<file path="config.mk">
export PLATFORM = sky130hd
export DESIGN_NAME = mcps_cfg
export DESIGN_NICKNAME = d
export VERILOG_FILES = /design/src/rtl/mcps_pkg.sv /design/src/rtl/mcps_cfg.sv
export SDC_FILE = /design/constraint.sdc
export NUM_CORES = 1
export LEC_CHECK = 0
export BUFFER_PORTS_ARGS = -buffer_cell sky130_fd_sc_hd__buf_2
export CELL_PAD_IN_SITES_DETAIL_PLACEMENT = 0
export CELL_PAD_IN_SITES_GLOBAL_PLACEMENT = 1
export CORE_MARGIN = 1
export CORE_UTILIZATION = 38
export CTS_CLUSTER_DIAMETER = 50
export CTS_CLUSTER_SIZE = 16
export DETAILED_ROUTE_END_ITERATION = 6
export GPL_TIMING_DRIVEN = 1
export PLACE_DENSITY_LB_ADDON = 0.1
export REMOVE_ABC_BUFFERS = 1
export SYNTH_ARGS = -nofsm -noshare
export SYNTH_HDL_FRONTEND = slang
export SYNTH_SLANG_ARGS = --single-unit
</file>
<file path="constraint.sdc">
create_clock -name clk -period 1.6 [get_ports clk]
set_input_delay 0.24 -clock clk [delete_from_list [all_inputs] [get_ports clk]]
set_output_delay 0.24 -clock clk [all_outputs]
set_load 0.02 [all_outputs]
</file>
<file path="src/rtl/mcps_pkg.sv">
`timescale 1ns / 1ps
// mountain car step unit: shared types, constants and cosine table
package mcps_pkg;

  localparam int COSINE_TABLE_BITS = 10;
  localparam int TABLE_SIZE        = 1 << COSINE_TABLE_BITS;
  localparam int QUARTER           = TABLE_SIZE / 4;
  localparam int FRAC_BITS         = 32 - COSINE_TABLE_BITS;

  localparam logic signed [31:0] START_POS   = -32'sd8388608;
  localparam logic signed [33:0] ONE_Q24_W   = 34'sd16777216;
  localparam logic signed [25:0] ONE_Q24     = 26'sd16777216;
  // 3 * turns per radian, Q32
  localparam logic [30:0]        PHASE_GAIN  = 31'd2050695828;
  // 0.001 in Q24, scaled by 64
  localparam logic [20:0]        PUSH_GAIN   = 21'd1073728;
  localparam logic [15:0]        GRAVITY_Q24 = 16'd41943;

  localparam int MODE_CONT = 0;
  localparam int MODE_NORM = 1;
  localparam int MODE_SWAP = 2;

  typedef enum logic [2:0] {
    REG_MIN_POS  = 3'd0,
    REG_MAX_POS  = 3'd1,
    REG_GOAL_POS = 3'd2,
    REG_MAX_VEL  = 3'd3,
    REG_MOD_VEL  = 3'd4,
    REG_TPS      = 3'd5,
    REG_MODE     = 3'd6
  } cfg_reg_t;

  typedef struct packed {
    logic [31:0] min_pos;
    logic [31:0] max_pos;
    logic [31:0] goal_pos;
    logic [30:0] max_vel;
    logic [30:0] mod_vel;
    logic [15:0] trials_per_swap;
    logic [2:0]  mode;
  } cfg_t;

  typedef enum logic [3:0] {
    ST_IDLE,
    ST_PHASE,
    ST_ROM,
    ST_INTERP,
    ST_GRAV,
    ST_VEL,
    ST_POS,
    ST_DIV_INIT,
    ST_DIV,
    ST_SWAP,
    ST_DONE
  } ctrl_state_t;

  typedef struct packed {
    logic load_in;
    logic phase_en;
    logic rom_en;
    logic interp_en;
    logic grav_en;
    logic vel_en;
    logic pos_en;
    logic div_start;
    logic div_step;
    logic restart_en;
    logic out_load;
  } dp_cmd_t;

  typedef struct packed {
    logic op_step;
    logic goal_hit;
    logic div_last;
  } dp_stat_t;

  typedef logic signed [31:0] cos_table_t [TABLE_SIZE];

  // taylor series of cos over one quarter turn, Q30
  // term n is divided by (2n-1)*2n, n = 1..9
  function automatic longint quarter_cos(input longint r);
    longint x;
    longint x2;
    longint term;
    longint sum;
    x    = (r * 64'sd6746518852) >>> COSINE_TABLE_BITS;
    x2   = (x * x) / 64'sd1073741824;
    term = 64'sd1073741824;
    sum  = term;
    term = -((term * x2) / 64'sd1073741824) / 64'sd2;
    sum  = sum + term;
    term = -((term * x2) / 64'sd1073741824) / 64'sd12;
    sum  = sum + term;
    term = -((term * x2) / 64'sd1073741824) / 64'sd30;
    sum  = sum + term;
    term = -((term * x2) / 64'sd1073741824) / 64'sd56;
    sum  = sum + term;
    term = -((term * x2) / 64'sd1073741824) / 64'sd90;
    sum  = sum + term;
    term = -((term * x2) / 64'sd1073741824) / 64'sd132;
    sum  = sum + term;
    term = -((term * x2) / 64'sd1073741824) / 64'sd182;
    sum  = sum + term;
    term = -((term * x2) / 64'sd1073741824) / 64'sd240;
    sum  = sum + term;
    term = -((term * x2) / 64'sd1073741824) / 64'sd306;
    sum  = sum + term;
    if (sum > 64'sd1073741824) sum = 64'sd1073741824;
    if (sum < -64'sd1073741824) sum = -64'sd1073741824;
    return sum;
  endfunction

  function automatic cos_table_t build_cos_table();
    cos_table_t t;
    longint     c;
    int         quad;
    int         r;
    for (int k = 0; k < TABLE_SIZE; k++) begin
      quad = k / QUARTER;
      r    = k % QUARTER;
      case (quad)
        0:       c = quarter_cos(longint'(r));
        1:       c = -quarter_cos(longint'(QUARTER - r));
        2:       c = -quarter_cos(longint'(r));
        default: c = quarter_cos(longint'(QUARTER - r));
      endcase
      t[k] = 32'(c);
    end
    return t;
  endfunction

  localparam cos_table_t COS_TABLE = build_cos_table();

endpackage

</file>
<file path="src/rtl/mcps_cfg.sv">
`timescale 1ns / 1ps
// mountain car step unit: configuration register file
module mcps_cfg
  import mcps_pkg::*;
(
  input  logic        clk,
  input  logic        rst_n,
  input  logic        cfg_valid,
  output logic        cfg_ready,
  input  logic [2:0]  cfg_index,
  input  logic [31:0] cfg_data,
  output cfg_t        cfg
);

  cfg_t cfg_r;

  assign cfg_ready = 1'b1;
  assign cfg          = cfg_r;

  always_ff @(posedge clk) begin
    if (!rst_n) begin
      cfg_r.min_pos         <= -32'sd20132659;
      cfg_r.max_pos         <= 32'd10066330;
      cfg_r.goal_pos        <= 32'd10066330;
      cfg_r.max_vel         <= 31'd1174405;
      cfg_r.mod_vel         <= 31'd671089;
      cfg_r.trials_per_swap <= 16'd1;
      cfg_r.mode            <= 3'd1;
    end else if (cfg_valid) begin
      unique case (cfg_reg_t'(cfg_index))
        REG_MIN_POS:  cfg_r.min_pos         <= cfg_data;
        REG_MAX_POS:  cfg_r.max_pos         <= cfg_data;
        REG_GOAL_POS: cfg_r.goal_pos        <= cfg_data;
        REG_MAX_VEL:  cfg_r.max_vel         <= cfg_data[30:0];
        REG_MOD_VEL:  cfg_r.mod_vel         <= cfg_data[30:0];
        REG_TPS:      cfg_r.trials_per_swap <= cfg_data[15:0];
        REG_MODE:     cfg_r.mode            <= cfg_data[2:0];
        default: begin
        end
      endcase
    end
  end

endmodule

</file>
==> impl_metrics.json <==
{
  "netlist.top_cell.by_area": "sky130_fd_sc_hd__dfxtp_1",
  "power_frac_seq_pct": 45.9,
  "yosysTopAreaCellShare_pct": 51.65,
  "num_antenna_cells": 0,
  "finalNetCount": 897,
  "grt_usage_pct": 19.38,
  "synth_top_cells_by_area": "sky130_fd_sc_hd__dfxtp_1 52%, sky130_fd_sc_hd__mux2i_1 26%, sky130_fd_sc_hd__nor2b_1 8.9%",
  "clockBufferDepth": 2,
  "register_area_sq_um": 3543,
  "detailedPlacementHpwl_microns": 12230,
  "syn-cell-area_sq_um": 6860,
  "status": "finished clean",
  "total_of_fill_cells_in_the_finished_design": 1590,
  "finalWeightedCongestion": 0.7569,
  "cts_root_buffer": "sky130_fd_sc_hd__clkbuf_16",
  "io_buffers": 214,
  "starting_density_pct": 39.25,
  "multi_input_comb_area_sq_um": 3089,
  "fp-row-count": 48,
  "drtAntennaViolNets": 0,
  "drt_iter0_markers": 139,
  "detail_route.vias_per_cell": 4.689,
  "critical-path-top-delay-family": "flip-flops",
  "worst_skew_pair.late_latency_ns": 0.42,
  "hp-class": "input port to flop",
  "die_height_microns": 136.4,
  "cts-htree-levels": 4,
  "grt_remaining_overflow": 0,
  "relSlewSlack_pct": 65.22,
  "critical_path.endpoint_type": "output port",
  "ir_worst_vdd_v": 0.0006934,
  "areaGrowthSynthToFinish_pct": 29.87,
  "yosys_warnings": 0,
  "timing.critical_path.required_ns": 1.36,
  "sw_frac_of_total_pct": 22.74,
  "detail_route.wirelength_microns": 17590,
  "largest_reg_flops": 177,
  "tritoncts": "done",
  "core_region_area_sq_um": 17480,
  "fin_crit_sh_pct": 75.65,
  "crit_chain": "buf_2",
  "wire_length_of_the_first_global_routing_pass_microns": 27130,
  "timing.critical_path.buf_inv": 1,
  "setup_violations": 0,
  "cts.repair.resized": 0,
  "number_of_antenna_violations_at_the_first_check_in_global_routing": 0,
  "critical-path-slowest-cell": "sky130_fd_sc_hd__dfxtp_1",
  "synth.avg_cell_area_sq_um": 10.43,
  "asyncSetResetFlopFracSynth_pct": 0,
  "netlist_top_cells_count": "177 x sky130_fd_sc_hd__dfxtp_1, 177 x sky130_fd_sc_hd__mux2i_1, 141 x sky130_fd_sc_hd__nand2_1",
  "ys.flop_type": "sky130_fd_sc_hd__dfxtp_1",
  "total_switching_power_mw": 2.258,
  "setup_buffers_after_cts": 0,
  "leakage_power_of_the_design_nw": 4.361,
  "crit_type": "flop to output port",
  "first_pass_iters": 4,
  "path_max_fanout": 2,
  "yosys_register_bits": 177,
  "powerDensity_nw_per_um2": 1114,
  "comb_power_share_pct": 7.7,
  "critPathLaunchType": "flop",
  "finalPower_mw": 9.926,
  "ff2ff_setup_slack_ns": 0.96,
  "wl_per_cell_microns": 16.03,
  "post_route_cells_drive_above_1_share_pct": 30.96,
  "hold-worst-slack_ns": 0.06620,
  "max_slew.worst_pin.slew_ns": 0.5216,
  "fmax_mhz": 826.1,
  "layout.cell_area.non_filler_sq_um": 8910,
  "synth.yosys.seq_area_share_pct": 51.65,
  "boundaryPins": 216,
  "clk_transition_reported_paths_ns": 0.07,
  "worst_clock_skew_ns": 0,
  "min_period_ns": 1.210,
  "pin_count_of_the_biggest_net_entering_global_routing": 63,
  "synth_enable_flop_cells": 0,
  "synth.lib_cells_used.distinct": 16,
  "cpPeakStageDelay_ns": 0.36,
  "critical_path_arrival_ns": 0.97,
  "final-max-slew-violation-count": 0,
  "power.internal_mw": 7.669,
  "syn_inst": 658,
  "post_place_cells": 1065,
  "die_x_microns": 136.4,
  "post_cts_hold_buffer_count": 0,
  "placed_cell_area_sq_um": 8249,
  "clock_power_share_pct": 46.5,
  "final_cells": 1097,
  "cts_buffers": 17,
  "clkSinkCount": 177,
  "drcViolationCount": 0,
  "maxCapViolCount": 0,
  "finalHoldViolations": 0,
  "die_footprint_sq_um": 18600,
  "dr_total_vias": 5144,
  "rsz0062_at_grt": "no",
  "vias_in_the_first_global_route": 5161
}
metal layers:
layer	track usage [%]	vias to the layer above	share of wire (%)
met5	0	-	0
met4	7.593	0	1.7
met3	6.413	25	7.5
met2	31.50	147	46
met1	23.53	2411	45
li1	-	2561	-
per-stage QoR:
stage | setup WS (ns) | setup TNS [ns] | utilization (%)
finish | 0.3896 | 0 | 50.98
global route | 0.3521 | 0 | 50.98
CTS | 0.3851 | 0 | 50.98
global placement | 0.1558 | 0 | 47.20
floorplan | -2.639 | -131.74 | -
detailed placement | 0.1124 | 0 | 47.20
power groups by stage:
stage / Sequential, mW / Clock [mW] / Combinational, mW
CTS: 4.55 / 4.71 / 0.772
global route: 4.56 / 4.90 / 0.824
global placement: 4.65 / 0 / 0.754
floorplan: 4.77 / 0 / 0.278
finish: 4.55 / 4.61 / 0.762
detailed placement: 4.65 / 0 / 0.770
final cells by class:
| class | count | share of cell area [%] |
|---|---|---|
| multi-input combinational | 428 | 34.67 |
| clock buffer | 20 | 5.126 |
| clock inverter | 12 | 2.289 |
| sequential | 177 | 39.77 |
| tap | 225 | 3.160 |
| timing repair buffer | 235 | 14.98 |
cells in the final DEF (no fill, tap or decap), drive strengths merged:
master and instances:
and4b 1, buf 235, bufinv 5, clkbuf 20
clkinv 2, clkinvlp 3, conb 1, dfxtp 177
inv 2, mux2i 177, nand2 141, nand4b 3
nand4bb 3, nor2b 98, nor4b 1, nor4bb 2
or4b 1
kinds of logic (layout without fill, tap and decap cells):
kind of cell | count (synthesis) | count (layout) | synth area share, %
AND/OR/NAND/NOR | 250 | 250 | 18.33
flip-flops | 177 | 177 | 51.65
other | 1 | 1 | 0.05466
buffers and inverters | 53 | 267 | 4.140
multiplexers | 177 | 177 | 25.83
final timing paths:
| kind | to | depth (start not counted) | startpoint |
|---|---|---|---|
| setup reg to reg | cfg[58]$_SDFFE_PN1P_ | 2 | cfg[58]$_SDFFE_PN1P_ |
| hold / removal | cfg[14]$_SDFFE_PN0P_ | 3 | cfg_data[11] |
| hold reg to reg | cfg[26]$_SDFFE_PN0P_ | 2 | cfg[26]$_SDFFE_PN0P_ |
| setup / recovery | cfg[132] | 1 | cfg[132]$_SDFFE_PN1P_ |
worst reg2reg max path: cells and delay by family, from the launching register on:
kind / cells / cell delay, ns
flip-flops: 1 / 0.33
multiplexers: 1 / 0.08
AND/OR/NAND/NOR: 1 / 0.11
Power figures use the tool's default switching activity.
