File: src/rtl/mcps_pkg.sv
`timescale 1ns / 1ps
// mountain car step unit: shared types, constants and cosine table
package mcps_pkg;

  localparam int COSINE_TABLE_BITS = 10;
  localparam int TABLE_SIZE        = 1 << COSINE_TABLE_BITS;
  localparam int QUARTER           = TABLE_SIZE / 4;
  localparam int FRAC_BITS         = 32 - COSINE_TABLE_BITS;

  localparam logic signed [31:0] START_POS   = -32'sd8388608;
  localparam logic signed [33:0] ONE_Q24_W   = 34'sd16777216;
  localparam logic signed [25:0] ONE_Q24     = 26'sd16777216;
  // 3 * turns per radian, Q32
  localparam logic [30:0]        PHASE_GAIN  = 31'd2050695828;
  // 0.001 in Q24, scaled by 64
  localparam logic [20:0]        PUSH_GAIN   = 21'd1073728;
  localparam logic [15:0]        GRAVITY_Q24 = 16'd41943;

  localparam int MODE_CONT = 0;
  localparam int MODE_NORM = 1;
  localparam int MODE_SWAP = 2;

  typedef enum logic [2:0] {
    REG_MIN_POS  = 3'd0,
    REG_MAX_POS  = 3'd1,
    REG_GOAL_POS = 3'd2,
    REG_MAX_VEL  = 3'd3,
    REG_MOD_VEL  = 3'd4,
    REG_TPS      = 3'd5,
    REG_MODE     = 3'd6
  } cfg_reg_t;

  typedef struct packed {
    logic [31:0] min_pos;
    logic [31:0] max_pos;
    logic [31:0] goal_pos;
    logic [30:0] max_vel;
    logic [30:0] mod_vel;
    logic [15:0] trials_per_swap;
    logic [2:0]  mode;
  } cfg_t;

  typedef enum logic [3:0] {
    ST_IDLE,
    ST_PHASE,
    ST_ROM,
    ST_INTERP,
    ST_GRAV,
    ST_VEL,
    ST_POS,
    ST_DIV_INIT,
    ST_DIV,
    ST_SWAP,
    ST_DONE
  } ctrl_state_t;

  typedef struct packed {
    logic load_in;
    logic phase_en;
    logic rom_en;
    logic interp_en;
    logic grav_en;
    logic vel_en;
    logic pos_en;
    logic div_start;
    logic div_step;
    logic restart_en;
    logic out_load;
  } dp_cmd_t;

  typedef struct packed {
    logic op_step;
    logic goal_hit;
    logic div_last;
  } dp_stat_t;

  typedef logic signed [31:0] cos_table_t [TABLE_SIZE];

  // taylor series of cos over one quarter turn, Q30
  // term n is divided by (2n-1)*2n, n = 1..9
  function automatic longint quarter_cos(input longint r);
    longint x;
    longint x2;
    longint term;
    longint sum;
    x    = (r * 64'sd6746518852) >>> COSINE_TABLE_BITS;
    x2   = (x * x) / 64'sd1073741824;
    term = 64'sd1073741824;
    sum  = term;
    term = -((term * x2) / 64'sd1073741824) / 64'sd2;
    sum  = sum + term;
    term = -((term * x2) / 64'sd1073741824) / 64'sd12;
    sum  = sum + term;
    term = -((term * x2) / 64'sd1073741824) / 64'sd30;
    sum  = sum + term;
    term = -((term * x2) / 64'sd1073741824) / 64'sd56;
    sum  = sum + term;
    term = -((term * x2) / 64'sd1073741824) / 64'sd90;
    sum  = sum + term;
    term = -((term * x2) / 64'sd1073741824) / 64'sd132;
    sum  = sum + term;
    term = -((term * x2) / 64'sd1073741824) / 64'sd182;
    sum  = sum + term;
    term = -((term * x2) / 64'sd1073741824) / 64'sd240;
    sum  = sum + term;
    term = -((term * x2) / 64'sd1073741824) / 64'sd306;
    sum  = sum + term;
    if (sum > 64'sd1073741824) sum = 64'sd1073741824;
    if (sum < -64'sd1073741824) sum = -64'sd1073741824;
    return sum;
  endfunction

  function automatic cos_table_t build_cos_table();
    cos_table_t t;
    longint     c;
    int         quad;
    int         r;
    for (int k = 0; k < TABLE_SIZE; k++) begin
      quad = k / QUARTER;
      r    = k % QUARTER;
      case (quad)
        0:       c = quarter_cos(longint'(r));
        1:       c = -quarter_cos(longint'(QUARTER - r));
        2:       c = -quarter_cos(longint'(r));
        default: c = quarter_cos(longint'(QUARTER - r));
      endcase
      t[k] = 32'(c);
    end
    return t;
  endfunction

  localparam cos_table_t COS_TABLE = build_cos_table();

endpackage

File: src/rtl/mcps_ctrl.sv
`timescale 1ns / 1ps
// mountain car step unit: sequencing state machine and output word valid
module mcps_ctrl
  import mcps_pkg::*;
(
  input  logic     clk,
  input  logic     rst_n,
  input  logic     in_valid,
  output logic     in_ready,
  input  logic     in_operation,
  output logic     out_valid,
  input  logic     out_ready,
  input  dp_stat_t stat,
  output dp_cmd_t  cmd
);

  ctrl_state_t state_r;
  ctrl_state_t state_nxt;
  logic        out_valid_r;
  logic        in_accept;
  logic        out_free;

  assign in_ready  = (state_r == ST_IDLE);
  assign in_accept = in_valid && in_ready;
  assign out_free  = !out_valid_r || out_ready;
  assign out_valid = out_valid_r;

  always_comb begin
    state_nxt = state_r;
    unique case (state_r)
      ST_IDLE: begin
        if (in_valid) state_nxt = in_operation ? ST_PHASE : ST_DIV_INIT;
      end
      ST_PHASE:  state_nxt = ST_ROM;
      ST_ROM:    state_nxt = ST_INTERP;
      ST_INTERP: state_nxt = ST_GRAV;
      ST_GRAV:   state_nxt = ST_VEL;
      ST_VEL:    state_nxt = ST_POS;
      ST_POS:    state_nxt = ST_DIV_INIT;
      ST_DIV_INIT: begin
        // restart items and goal steps go through the remainder unit
        state_nxt = (!stat.op_step || stat.goal_hit) ? ST_DIV : ST_DONE;
      end
      ST_DIV: begin
        if (stat.div_last) state_nxt = ST_SWAP;
      end
      ST_SWAP: state_nxt = ST_DONE;
      ST_DONE: begin
        if (out_free) state_nxt = ST_IDLE;
      end
      default: state_nxt = ST_IDLE;
    endcase
  end

  always_comb begin
    cmd = '0;
    unique case (state_r)
      ST_IDLE:     cmd.load_in    = in_accept;
      ST_PHASE:    cmd.phase_en   = 1'b1;
      ST_ROM:      cmd.rom_en     = 1'b1;
      ST_INTERP:   cmd.interp_en  = 1'b1;
      ST_GRAV:     cmd.grav_en    = 1'b1;
      ST_VEL:      cmd.vel_en     = 1'b1;
      ST_POS:      cmd.pos_en     = 1'b1;
      ST_DIV_INIT: cmd.div_start  = 1'b1;
      ST_DIV:      cmd.div_step   = 1'b1;
      ST_SWAP:     cmd.restart_en = 1'b1;
      ST_DONE:     cmd.out_load   = out_free;
      default: begin
      end
    endcase
  end

  always_ff @(posedge clk) begin
    if (!rst_n) begin
      state_r     <= ST_IDLE;
      out_valid_r <= 1'b0;
    end else begin
      state_r <= state_nxt;
      if (cmd.out_load) begin
        out_valid_r <= 1'b1;
      end else if (out_ready) begin
        out_valid_r <= 1'b0;
      end
    end
  end

endmodule

File: config.mk
export PLATFORM = sky130hd
export DESIGN_NAME = mcps_ctrl
export DESIGN_NICKNAME = d
export VERILOG_FILES = /design/src/rtl/mcps_pkg.sv /design/src/rtl/mcps_ctrl.sv
export SDC_FILE = /design/constraint.sdc
export NUM_CORES = 1
export LEC_CHECK = 0
export BUFFER_PORTS_ARGS = -buffer_cell sky130_fd_sc_hd__buf_2
export CORE_AREA = 2 2 39 41
export CTS_BUF_LIST = sky130_fd_sc_hd__clkbuf_2
export DETAILED_ROUTE_END_ITERATION = 8
export DIE_AREA = 0 0 41 43
export GPL_TIMING_DRIVEN = 0
export SETUP_SLACK_MARGIN = 0.1
export SYNTH_ARGS = -nofsm -noshare
export SYNTH_HDL_FRONTEND = slang
export SYNTH_SLANG_ARGS = --single-unit
File: constraint.sdc
create_clock -name clk -period 1.2 [get_ports clk]
set_input_delay 0.18 -clock clk [delete_from_list [all_inputs] [get_ports clk]]
set_output_delay 0.18 -clock clk [all_outputs]
set_load 0.05 [all_outputs]
==> results.sh <==
export IMPL_fin_tns_setup_ps=-2360
export IMPL_critPathRequiredTime_ps=1020
export IMPL_p_sw_share_pct=44.3
export IMPL_place_congestion=0.804
export IMPL_fin_ws_ps=-246
export IMPL_rrSetupSlack_ps=-130
export IMPL_reg2reg_depth=5
export IMPL_grt_pass1_wl_mm=1.95
export IMPL_mappedNetlistArea_um2=398
export IMPL_wirelength_mm=1.36
export IMPL_htreeDepth=1
export IMPL_dr_pass1_iters=4
export IMPL_skew_ps=6.87
export IMPL_cp_startpoint="state_r[0]$_SDFFE_PN0P_"
export IMPL_grt_pass1_vias=455
export IMPL_final_util_pct=64.5
export IMPL_endpoint="cmd[10]"
export IMPL_slew_headroom_pct=83.0
export IMPL_viasPerCell=4.79
export IMPL_most_common_layout_cells="buf_6 (14), buf_4 (12), buf_2 (9), nor2_4 (5)"
export IMPL_ys_warn_count=0
export IMPL_endpoint_kind="output pin"
export IMPL_tritoncts="done"
export IMPL_clk_latency_ps=220
export IMPL_layout_commonest_cell="buf_6"
export IMPL_fin_area_um2=892
export IMPL_die_area_um2=1760
export IMPL_syn_to_final_growth_pct=124
export IMPL_p_leak_nw=0.382
export IMPL_rsz0062_at_grt="true"
export IMPL_cts_num_sinks=5
export IMPL_place_ws_ps=-159
export IMPL_start_kind="flip-flop"
export IMPL_seqPwrFrac_pct=19.1
export IMPL_hold_path_class="input port to flip-flop"
export IMPL_num_rows=14
export IMPL_antenna_found_initial=0
export IMPL_cellInternalPower_mw=0.614
export IMPL_tightestPinTransition_ps=251
export IMPL_arrival_ps=1270
export IMPL_power_density_nw_per_um2=1240
export IMPL_postSynthRegisterBits=5
export IMPL_routedWlPerCell_um=12.9
export IMPL_r2r_end="state_r[0]$_SDFFE_PN0P_"
export IMPL_grt_max_degree=11
export IMPL_hold_buffers=0
export IMPL_p_clk_share_pct=14.5
export IMPL_vias=508
export IMPL_max_stage_delay_ps=320
export IMPL_hold_violations=0
export IMPL_seq_area_frac_synth_pct=25.2
export IMPL_maxCapViolations=0
export IMPL_hpwl_um=802
export IMPL_hold_path_startpoint="rst_n"
export IMPL_dpl_instance_area_um2=611
export IMPL_drive_gt1_share_pct=73.3
export IMPL_start_util_pct=28.8
export IMPL_diodes=0
export IMPL_pin_count=21
export IMPL_clockBufferDepth=2
export IMPL_overflow=0
export IMPL_slew_viol_final=0
export IMPL_p_comb_share_pct=66.4
export IMPL_crit_fanout=6
export IMPL_synth_cells=52
export IMPL_grt_usage_pct=16.3
export IMPL_failed_checks="negative setup slack"
export IMPL_nFillCells=115
export IMPL_r2r_start="state_r[3]$_SDFFE_PN0P_"
export IMPL_die_width_um=41
export IMPL_synth_nets=60
export IMPL_remaining_drc_errors=0
export IMPL_yosysUniqueCellTypes=24
export IMPL_ant_nets=0
export IMPL_slowest_stage="dfxtp_2"
export IMPL_switching_power_mw=0.488
export IMPL_cp_cell_sequence="buf_6 -> nor4_4 -> and2_4 -> buf_8"
export IMPL_syn_avg_cell_area_um2=7.65
export IMPL_layout_min_cycle_time_ps=1450
export IMPL_setup_viol=16
export IMPL_path_class="flip-flop to output pin"
export IMPL_coreArea_um2=1380
export IMPL_cts_root_buf="clkbuf_2"
export IMPL_clk_pin_slew_ps=60
export IMPL_status="finished, violations left"
export IMPL_layout_nets=99
export IMPL_post_route_period_util_pct=121
export IMPL_fmax_ghz=0.691
export IMPL_die_y_um=43
export IMPL_power_mw=1.10
export IMPL_numCtsBuffers=3
export IMPL_drt_initial_drc_count=16
export IMPL_port_buffers=20
export IMPL_peakVddDrop_mv=0.984
power groups by stage:
stage,registers (mW),clock network [mW],logic [mW]
finish,0.210,0.159,0.732
global placement,0.211,0,0.480
global route,0.214,0.175,0.765
detailed placement,0.211,0,0.485
CTS,0.209,0.163,0.652
floorplan,0.205,0,0.401
flip-flops by register name (all words and copies together), names as in the netlist:
register / count
state_r: 4
out_valid: 1
synthesized netlist by cell type:
cell type	count	area (µm²)
nand4bb_1	1	11.3
and3b_1	1	8.76
a211o_1	1	8.76
buf_2	1	5.00
nand2b_1	3	18.8
inv_1	2	7.51
nand2_1	2	7.51
o21bai_1	1	7.51
nor3b_2	2	25.0
a211oi_1	1	7.51
o21a_1	3	22.5
dfxtp_1	5	100
nor4_1	1	6.26
buf_4	2	15.0
a21oi_1	2	10.0
nor3_1	5	25.0
nor4b_1	1	8.76
mux2_2	1	11.3
o21ai_0	3	15.0
nor2b_1	2	12.5
a211oi_2	1	12.5
nor2_1	9	33.8
buf_6	1	11.3
and2_1	1	6.26
metal layers:
layer / GRT usage [%] / routed length [µm] / vias to the layer above / share of wire [%]
met4: 4.00 / 12 / 0 / 0.88
met1: 23.4 / 603 / 231 / 44
met3: 6.81 / 50 / 2 / 3.7
met2: 22.2 / 696 / 15 / 51
li1: - / - / 260 / -
met5: 0 / 0 / - / 0
cells by family (layout without fill, tap and decap cells):
logic type      count (synthesis)  count (layout)  synth area share (%)
simple gates                   28              28                  41.2
compound gates                 12              12                  21.1
buf+inv                         6              44                  9.75
flops                           5               5                  25.2
mux                             1               1                  2.83
metrics by stage:
step	cells	hold WS, ps
finish	106	204
global route	106	196
CTS	101	198
detailed placement	88	429
global placement	88	423
floorplan	52	297
area by class of cell:
type / instances / area [µm²] / area share, %
Buffer: 4 / 48.8 / 5.47
Sequential cell: 5 / 108 / 12.1
Clock buffer: 4 / 20.0 / 2.24
Timing Repair Buffer: 34 / 294 / 33.0
Tap cell: 16 / 20.0 / 2.24
Inverter: 2 / 7.51 / 0.842
Multi-Input combinational cell: 41 / 394 / 44.2
worst max-delay path: cells and delay by family (launching register included):
kind          cells  cell delay [ps]
simple gates      2              450
flops             1              320
buf+inv           2              270
what timing repair did:
| action | CTS | global route |
|---|---|---|
| buffers inserted | 9 | 5 |
| cloned | 0 | 0 |
| setup endpoints to repair | 16 | 16 |
| resized for setup | 34 | 5 |
| pin swaps | 3 | 3 |
worst min-delay path by stage:
stage | endpoint | slack, ps | cells after the start
5_1_grt | state_r[1]$_SDFFE_PN0P_ | 200 | 2
2_1_floorplan | state_r[3]$_SDFFE_PN0P_ | 300 | 1
4_1_cts | state_r[1]$_SDFFE_PN0P_ | 200 | 2
6_report | state_r[1]$_SDFFE_PN0P_ | 200 | 2
3_5_place_dp | state_r[1]$_SDFFE_PN0P_ | 430 | 2
3_3_place_gp | state_r[3]$_SDFFE_PN0P_ | 420 | 2
Power figures use the tool's default switching activity.
